<file path="src/sv/stse_pkg.sv">
// ----------------------------------------------------------------------------
// Sorted timestamp set engine package
// Shared constants, request codes and controller/datapath interface types.
// ----------------------------------------------------------------------------
package stse_pkg;

   // Default table depth and fixed field widths.
   localparam int TABLE_DEPTH_DEF = 64;
   localparam int KEY_W           = 63;
   localparam int VALUE_W         = 64;
   localparam int FUNC_W          = 4;

   // Value reported when no timestamp is present.
   localparam logic [VALUE_W-1:0] NONE_VALUE = '1;

   // Request codes.
   typedef enum logic [FUNC_W-1:0] {
      FUNC_INSERT       = 4'd0,
      FUNC_REMOVE_BELOW = 4'd1,
      FUNC_LIST_BELOW   = 4'd2,
      FUNC_LIST_RANGE   = 4'd3,
      FUNC_NEAREST      = 4'd4,
      FUNC_LATEST       = 4'd5,
      FUNC_EARLIEST     = 4'd6,
      FUNC_COUNT        = 4'd7,
      FUNC_CLEAR        = 4'd8,
      FUNC_CONTAINS     = 4'd9
   } func_type;

   // Commands from the controller to the datapath.
   typedef struct packed {
      logic load_req;
      logic do_cmp;
      logic exec_emit;
      logic shift_step;
      logic shift_emit;
      logic list_load;
      logic list_emit;
      logic near_load;
      logic near_emit;
   } cmd_type;

   // Status from the datapath to the controller.
   typedef struct packed {
      logic [FUNC_W-1:0] func;
      logic              out_free;
      logic              shift_more;
      logic              list_last;
   } status_type;

endpackage

</file>
<file path="src/sv/stse_ctrl.sv">
// ----------------------------------------------------------------------------
// Sorted timestamp set engine controller
// Sequences compare, execute, shift, list and nearest phases of a request.
// ----------------------------------------------------------------------------
module stse_ctrl (
   input  logic                 clock,
   input  logic                 reset,
   input  logic                 req_valid,
   output logic                 req_stall,
   input  stse_pkg::status_type status,
   output stse_pkg::cmd_type    cmd
);
   import stse_pkg::*;

   typedef enum logic [5:0] {
      ST_IDLE  = 6'b000001,
      ST_CMP   = 6'b000010,
      ST_EXEC  = 6'b000100,
      ST_SHIFT = 6'b001000,
      ST_LIST  = 6'b010000,
      ST_NEAR  = 6'b100000
   } state_type;

   state_type state_ff, state_in;

   // A new request is taken only while idle.
   assign req_stall = (state_ff != ST_IDLE);

   // Next state and command decode.
   always_comb begin
      state_in = state_ff;
      cmd      = '0;
      case (state_ff)
         ST_IDLE: begin
            if (req_valid) begin
               cmd.load_req = 1'b1;
               state_in     = ST_CMP;
            end
         end
         ST_CMP: begin
            cmd.do_cmp = 1'b1;
            state_in   = ST_EXEC;
         end
         ST_EXEC: begin
            case (status.func)
               FUNC_REMOVE_BELOW: state_in = ST_SHIFT;
               FUNC_LIST_BELOW, FUNC_LIST_RANGE: begin
                  cmd.list_load = 1'b1;
                  state_in      = ST_LIST;
               end
               FUNC_NEAREST: begin
                  cmd.near_load = 1'b1;
                  state_in      = ST_NEAR;
               end
               default: begin
                  if (status.out_free) begin
                     cmd.exec_emit = 1'b1;
                     state_in      = ST_IDLE;
                  end
               end
            endcase
         end
         ST_SHIFT: begin
            if (status.shift_more) begin
               cmd.shift_step = 1'b1;
            end else if (status.out_free) begin
               cmd.shift_emit = 1'b1;
               state_in       = ST_IDLE;
            end
         end
         ST_LIST: begin
            if (status.out_free) begin
               cmd.list_emit = 1'b1;
               if (status.list_last) begin
                  state_in = ST_IDLE;
               end
            end
         end
         ST_NEAR: begin
            if (status.out_free) begin
               cmd.near_emit = 1'b1;
               state_in      = ST_IDLE;
            end
         end
         default: state_in = ST_IDLE;
      endcase
   end

   // State register.
   always_ff @(posedge clock) begin
      if (reset) begin
         state_ff <= ST_IDLE;
      end else begin
         state_ff <= state_in;
      end
   end

endmodule

</file>
<file path="config.mk">
export PLATFORM = sky130hd
export DESIGN_NAME = stse_ctrl
export DESIGN_NICKNAME = d
export VERILOG_FILES = /design/src/sv/stse_pkg.sv /design/src/sv/stse_ctrl.sv
export SDC_FILE = /design/constraint.sdc
export NUM_CORES = 1
export LEC_CHECK = 0
export BUFFER_PORTS_ARGS = -buffer_cell sky130_fd_sc_hd__buf_2
export CAP_MARGIN = 20
export CORE_AREA = 2 2 39 41
export CTS_CLUSTER_SIZE = 12
export DETAILED_ROUTE_END_ITERATION = 6
export DIE_AREA = 0 0 41 43
export GPL_TIMING_DRIVEN = 0
export HOLD_SLACK_MARGIN = 0.1
export PLACE_DENSITY = 0.69
export SYNTH_ARGS = -nofsm -noshare
export SYNTH_HDL_FRONTEND = slang
export SYNTH_SLANG_ARGS = --single-unit
</file>
<file path="constraint.sdc">
create_clock -name clock -period 1.55 [get_ports clock]
set_clock_uncertainty 0.1 [all_clocks]
set_input_delay 0.155 -clock clock [delete_from_list [all_inputs] [get_ports clock]]
set_output_delay 0.155 -clock clock [all_outputs]
set_load 0.01 [all_outputs]
</file>
==> results.py, run 1 <==
metrics = {
    "global_route": {
        "first_global_vias": 484,
        "grt_pass1_wl_mm": 2.01,
        "grt_max_degree": 10,
        "grt_antenna_before_repair": 0,
        "gr-usage-all-layers_pct": 16.8,
        "globalRouteOverflowTotal": 0,
    },
    "hold_path": {
        "hold_path_class": "input pin to flip-flop",
        "worstHoldPathCells": 3,
        "hold-path-endpoint": "state_ff[3]$_SDFFE_PP0P_",
        "worst_hold_startpoint": "status[3]",
    },
    "worst_setup_path": {
        "timing.critical_path.to_type": "primary output",
        "critPathMaxFanout": 3,
        "crit_type": "flip-flop to primary output",
        "crit_required_ns": 1.29,
        "rrSetupSlack_ns": -0.31,
        "reg2reg_start": "state_ff[3]$_SDFFE_PP0P_",
        "cp_data_arrival_time_ns": 1.68,
        "reg2regPathDepth": 5,
        "crit_path_start_kind": "flip-flop",
        "timing.rr.end": "state_ff[0]$_SDFFE_PP1P_",
    },
    "synthesis": {
        "syn-num-nets": 69,
        "syn_area_per_cell_um2": 8.10,
        "ys_ff_latch": 6,
        "ys_seq_area_share_pct": 25.1,
        "netlist_instances": 59,
        "yosysWarnings": 0,
        "post_synth_num_cell_types": 28,
        "synthesis.area_um2": 478,
    },
    "detailed_routing": {
        "routed_wl_mm": 1.53,
        "remaining_antenna_violation_count_after_routing": 0,
        "drt-wirelength-per-cell_um": 13.7,
        "routed_via_density": 5.39,
        "vias": 604,
        "drt_first_pass_iters": 3,
        "route.detailed.drc": 0,
        "dr.first_iter.drc_count": 6,
    },
    "placed_design": {
        "dp_hpwl_um": 897,
        "placedInstanceArea_um2": 619,
        "buffer_ports.inserted": 19,
        "place.gp.congestion": 0.705,
        "numPlacedInstances": 94,
        "preCtsSetupSlack_ns": -0.202,
    },
    "clock_network": {
        "clock-root-buffer": "sky130_fd_sc_hd__clkbuf_4",
        "cts-buffers-inserted": 3,
        "tritoncts": "yes",
        "clk_pin_slew_worst_paths_ns": 0.05,
        "worstSkewPairLatency_ns": 0.25,
        "clock_tree.htree_level_count": 1,
        "clock_path_buffers": 2,
        "cts.sinks": 6,
    },
    "sta": {
        "maximum_clock_frequency_ghz": 0.518,
        "report.final.slew_viol_count": 0,
        "worst_slew_pin_slew_ns": 0.458,
        "finalSetupViolCount": 15,
        "final_critical_path_setup_slack_ns": -0.381,
        "hold_viol_final": 0,
        "rsz0062_at_grt": "yes",
        "final_period_minus_worst_setup_slack_ns": 1.93,
        "timing.slew.headroom_pct": 69.4,
        "period_share_pct": 125,
    },
    "die": {
        "dieWidth_um": 41,
        "die_area_um2": 1760,
        "core-area_um2": 1380,
        "initial_core_util_pct": 34.5,
        "boundaryPins": 20,
        "dieHeight_um": 43,
        "placementRows": 14,
    },
    "final_layout": {
        "antenna_cells_inserted": 0,
        "num-fill-cells": 131,
        "largest_register_ff_count": 6,
        "mostFrequentLayoutCell": "sky130_fd_sc_hd__buf_2",
        "biggestRegsByFlops": "state_ff: 6 flops",
        "drive_gt1_share_pct": 63.5,
        "max_flop_register": "state_ff",
        "final_net_count": 107,
        "post_layout_nonfiller_instances": 112,
        "area_growth_pct": 86.4,
        "layout_common_cells": "sky130_fd_sc_hd__buf_2, sky130_fd_sc_hd__buf_4, sky130_fd_sc_hd__inv_1",
        "design_area_um2": 891,
    },
    "outcome": {
        "run_status": "complete, but fails checks",
        "violations": "negative setup slack",
    },
    "job": {
        "maxcap_viol_count": 0,
    },
    "power": {
        "worst_ir_drop_vdd_mv": 0.621,
        "power.static_leakage_uw": 0.000380,
        "power-per-cell-area_nw_per_um2": 524,
    },
}
==> power breakdown <==
group / total [uW] / internal (uW) / switching [uW]
clock network: 161 / 97.9 / 63.0
registers: 170 / 159 / 11.0
logic: 136 / 70.6 / 65.1
==> repair_timing <==
item,CTS,global route
buffers inserted,8,5
endpoints found under the setup margin,12,15
gates resized for setup,19,8
pin swaps,11,6
hold buffers,1,0
hold endpoints to repair,5,0
==> final cells by class <==
cell class / count / area, um2 / area share (%)
timing repair buffer: 33 / 223 / 25.0
clock buffer: 4 / 26.3 / 2.95
inverter: 6 / 22.5 / 2.53
multi-input combinational: 47 / 465 / 52.2
sequential: 6 / 134 / 15.0
tap: 16 / 20.0 / 2.25
==> cell families (layout without fill, tap and decap cells) <==
kind of cell / count (synthesis) / count (layout) / share of synthesized area (%)
AND/OR/NAND/NOR: 34 / 34 / 48.4
buffers and inverters: 6 / 43 / 4.71
flip-flops: 6 / 6 / 25.1
AO/OA/AOI/OAI: 13 / 13 / 21.7
==> how the worst max path moves through the flow <==
stage,from,endpoint,slack [ns],cells past startpoint
after global placement,state_ff[4]$_SDFFE_PP0P_,state_ff[0]$_SDFFE_PP1P_,-0.18,4
after detailed placement,state_ff[1]$_SDFFE_PP0P_,state_ff[4]$_SDFFE_PP0P_,-0.20,4
after CTS,state_ff[3]$_SDFFE_PP0P_,cmd[1],-0.37,4
after floorplan,state_ff[1]$_SDFFE_PP0P_,state_ff[4]$_SDFFE_PP0P_,-0.08,4
final,state_ff[3]$_SDFFE_PP0P_,cmd[3],-0.38,5
after global routing,state_ff[3]$_SDFFE_PP0P_,cmd[3],-0.46,5
==> layer usage <==
| metal | track usage [%] | up-vias | wire length (um) |
|---|---|---|---|
| met4 | 8.00 | 0 | 18 |
| met3 | 1.57 | 2 | 43 |
| met1 | 23.5 | 283 | 686 |
| met2 | 24.7 | 14 | 783 |
| li1 | - | 305 | - |
| met5 | 0 | - | 0 |
==> cell usage after synthesis (all sizes together) <==
cell / number / area [um2]
dfxtp: 6 / 120
inv: 6 / 22.5
nand2: 4 / 15.0
nor2: 4 / 15.0
nor4: 4 / 40.0
a21oi: 3 / 15.0
and3: 3 / 18.8
nor2b: 3 / 18.8
nor3: 3 / 15.0
nor3b: 3 / 22.5
o21ai: 3 / 15.0
a2111oi: 2 / 30.0
a311o: 2 / 20.0
or2: 2 / 12.5
or4b: 2 / 23.8
a31oi: 1 / 6.26
a41oi: 1 / 8.76
and2: 1 / 6.26
nand2b: 1 / 6.26
nand3: 1 / 5.00
nand3b: 1 / 7.51
nor4b: 1 / 15.0
nor4bb: 1 / 10.0
o311ai: 1 / 8.76
==> per-stage QoR <==
stage | setup TNS [ns] | power, uW | hold WS, ns | utilization [%]
3_3_place_gp | -0.926 | 260 | 0.310 | 44.8
5_1_grt | -4.10 | 490 | 0.112 | 64.4
3_5_place_dp | -0.986 | 262 | 0.313 | 44.8
4_1_cts | -3.21 | 446 | 0.108 | 57.6
2_1_floorplan | -0.216 | 224 | 0.118 | -
6_report | -3.15 | 466 | 0.114 | 64.4
==> worst max-delay path, stage by stage, from the launching register on <==
cell,delay [ns]
sky130_fd_sc_hd__dfxtp_4,0.34
sky130_fd_sc_hd__or4b_4,0.58
sky130_fd_sc_hd__nor4_4,0.19
sky130_fd_sc_hd__nand2_1,0.13
sky130_fd_sc_hd__inv_1,0.06
sky130_fd_sc_hd__buf_2,0.12
Note: power is estimated with default switching activity, not from simulation.
==> inputs of run 2 (changes only) <==
--- a/config.mk
+++ b/config.mk
@@ -5,6 +5,7 @@
 export SDC_FILE = /design/constraint.sdc
 export NUM_CORES = 1
 export LEC_CHECK = 0
+export ABC_AREA = 1
 export BUFFER_PORTS_ARGS = -buffer_cell sky130_fd_sc_hd__buf_2
 export CAP_MARGIN = 20
 export CORE_AREA = 2 2 39 41
@@ -13,7 +14,7 @@
 export DIE_AREA = 0 0 41 43
 export GPL_TIMING_DRIVEN = 0
 export HOLD_SLACK_MARGIN = 0.1
-export PLACE_DENSITY = 0.69
+export PLACE_DENSITY = 0.65
 export SYNTH_ARGS = -nofsm -noshare
 export SYNTH_HDL_FRONTEND = slang
 export SYNTH_SLANG_ARGS = --single-unit
==> constraint.sdc (replaced) <==
create_clock -name clock -period 1.9 [get_ports clock]
set_clock_uncertainty 0.1 [all_clocks]
set_input_delay 0.19 -clock clock [delete_from_list [all_inputs] [get_ports clock]]
set_output_delay 0.19 -clock clock [all_outputs]
set_load 0.01 [all_outputs]
==> results.py, run 2 <==
metrics = {
    "outcome": {
        "run_status": "finished, final reports clean",
    },
    "die": {
        "dieHeight_um": 43,
        "dieWidth_um": 41,
        "die_area_um2": 1760,
        "core-area_um2": 1380,
        "initial_core_util_pct": 33.3,
        "placementRows": 14,
        "boundaryPins": 20,
    },
    "sta": {
        "finalHoldWorstSlack_ns": 0.125,
        "worst_slew_pin_slew_ns": 0.236,
        "final_period_minus_worst_setup_slack_ns": 1.56,
        "timing.slew.headroom_pct": 84.1,
        "period_share_pct": 82.3,
        "maximum_clock_frequency_ghz": 0.639,
        "report.final.slew_viol_count": 0,
        "setup_total_negative_slack_ns": 0,
        "hold_viol_final": 0,
        "rsz0062_at_grt": "no",
        "finalSetupViolCount": 0,
    },
    "power": {
        "worst_ir_drop_vdd_mv": 0.346,
        "design_power_total_uw": 374,
        "power.static_leakage_uw": 0.000347,
        "power-per-cell-area_nw_per_um2": 615,
    },
    "synthesis": {
        "ys_async_sr_fraction_pct": 0,
        "synthDominantCellAreaShare_pct": 26.1,
        "netlist_top_cells_area": "sky130_fd_sc_hd__dfxtp_1, sky130_fd_sc_hd__nor2_1, sky130_fd_sc_hd__nand2_1, sky130_fd_sc_hd__inv_1, sky130_fd_sc_hd__nand3_1",
        "most_used_standard_cell_by_instance_count_after_synthesis": "sky130_fd_sc_hd__nor2_1",
        "synth-edff-count": 0,
        "ys_seq_area_share_pct": 26.1,
        "ys_ff_latch": 6,
        "synth_top_area_cell": "sky130_fd_sc_hd__dfxtp_1",
        "syn-num-nets": 86,
        "netlist_instances": 76,
        "synthesis.area_um2": 460,
        "synth_flop_cell": "sky130_fd_sc_hd__dfxtp_1",
        "yosysWarnings": 0,
        "post_synth_most_frequent_cells": "sky130_fd_sc_hd__nor2_1, sky130_fd_sc_hd__nand2_1, sky130_fd_sc_hd__inv_1",
        "syn_area_per_cell_um2": 6.06,
        "post_synth_num_cell_types": 16,
    },
    "detailed_routing": {
        "drt_first_pass_iters": 3,
        "route.detailed.drc": 0,
        "remaining_antenna_violation_count_after_routing": 0,
        "routed_via_density": 4.66,
        "routed_wl_mm": 1.06,
        "drt-wirelength-per-cell_um": 9.23,
        "vias": 536,
        "dr.first_iter.drc_count": 4,
    },
    "worst_setup_path": {
        "worst-path-buf-inv": 2,
        "crit_path_max_incr_delay_ns": 0.35,
        "crit_path_cell_trace": "nor2_4, nand4_2, inv_2, nand2_2, nor2_1, buf_2",
        "crit_type": "flip-flop to primary output",
        "cpLargestDelayFamily": "simple AND/OR/NAND/NOR gates",
        "critPathMaxFanout": 6,
        "reg2reg_start": "state_ff[2]$_SDFFE_PP0P_",
        "cp_data_arrival_time_ns": 1.27,
        "critical_path.startpoint": "state_ff[5]$_SDFFE_PP0P_",
        "timing.critical_path.to_type": "primary output",
        "crit_path_start_kind": "flip-flop",
        "crit_required_ns": 1.61,
        "crit_path_top_delay_cell": "sky130_fd_sc_hd__dfxtp_1",
    },
    "clock_network": {
        "cts-buffers-inserted": 3,
        "clock-root-buffer": "sky130_fd_sc_hd__clkbuf_4",
        "postCtsSetupBuffers": 0,
        "cts.sinks": 6,
        "clock_path_buffers": 2,
        "worstSkewPairLatency_ns": 0.23,
        "clock_tree.htree_level_count": 1,
        "clk_pin_slew_worst_paths_ns": 0.04,
        "tritoncts": "yes",
    },
    "final_layout": {
        "drive_gt1_share_pct": 34.3,
        "antenna_cells_inserted": 0,
        "final_net_count": 111,
        "post_layout_nonfiller_instances": 115,
        "design_area_um2": 608,
        "max_flop_register": "state_ff",
        "area_growth_pct": 32.1,
        "layout_common_cells": "sky130_fd_sc_hd__buf_2, sky130_fd_sc_hd__nor2_1, sky130_fd_sc_hd__nand2_1, sky130_fd_sc_hd__inv_1",
        "mostFrequentLayoutCell": "sky130_fd_sc_hd__buf_2",
        "biggestRegsByFlops": "state_ff: 6 flops",
        "largest_register_ff_count": 6,
    },
    "hold_path": {
        "hold_path_class": "input pin to flip-flop",
        "worst_hold_startpoint": "req_valid",
    },
    "placed_design": {
        "dp_hpwl_um": 909,
        "placedInstanceArea_um2": 576,
        "numPlacedInstances": 111,
        "place.gp.congestion": 0.754,
        "buffer_ports.inserted": 19,
    },
    "global_route": {
        "grt_antenna_before_repair": 0,
        "grt_pass1_wl_mm": 1.79,
        "gr-usage-all-layers_pct": 14.5,
        "globalRouteOverflowTotal": 0,
        "grt_max_degree": 7,
        "first_global_vias": 472,
    },
    "job": {
        "maxcap_viol_count": 0,
    },
}
==> run 2: through the flow <==
stage          setup slack, ns  utilization [%]
4_1_cts                  0.324             43.9
5_1_grt                  0.244             43.9
2_1_floorplan            0.666                -
6_report                 0.336             43.9
3_3_place_gp             0.556             41.6
3_5_place_dp             0.562             41.6
==> run 2: tightest hold or removal path: stages <==
cell and delay [ns]:
sky130_fd_sc_hd__buf_2 0.09, sky130_fd_sc_hd__inv_1 0.07, sky130_fd_sc_hd__nor3_1 0.05
==> run 2: power breakdown <==
part / internal [uW] / total, uW / switching, uW
sequential: 137 / 147 / 10.6
combinational: 45.2 / 118 / 73.2
clock: 70.9 / 109 / 37.8
==> run 2: logic make-up (layout without fill, tap and decap cells) <==
kind of cell	count (synthesis)	after routing	share of synthesized area (%)
and+or+nand+nor	53	53	56.8
buffers and inverters	12	35	9.78
DFF	6	6	26.1
AOI/OAI and AO/OA	5	5	7.34
==> run 2: path summary, 6_finish.rpt <==
kind / end / slack [ns] / cells past startpoint
worst max register to register: state_ff[0]$_SDFFE_PP1P_ / 0.55 / 8
worst min register to register: state_ff[2]$_SDFFE_PP0P_ / 0.44 / 2
worst min-delay path: state_ff[1]$_SDFFE_PP0P_ / 0.13 / 3
worst max-delay path: cmd[6] / 0.34 / 6
==> run 2: cell type report <==
type | instances | area, um2
clock buffer | 3 | 22.5
timing repair buffer | 20 | 105
inverter | 12 | 45.0
multi-input combinational | 58 | 295
fill | 150 | 776
tap | 16 | 20.0
sequential | 6 | 120
==> run 2: repair_timing <==
action / in CTS / in global routing
hold buffers: 1 / 0
hold endpoints to repair: 1 / 0
resized for setup: 0 / 0
==> run 2: per-layer routing <==
layer | vias up | global-route usage [%] | part of all wire (%) | wire [um]
met2 | 9 | 23.8 | 50 | 533
li1 | 294 | - | - | -
met3 | 0 | 3.14 | 3.5 | 37
met5 | - | 0 | 0 | 0
met1 | 233 | 17.3 | 46 | 490
met4 | 0 | 6.00 | 0 | 0
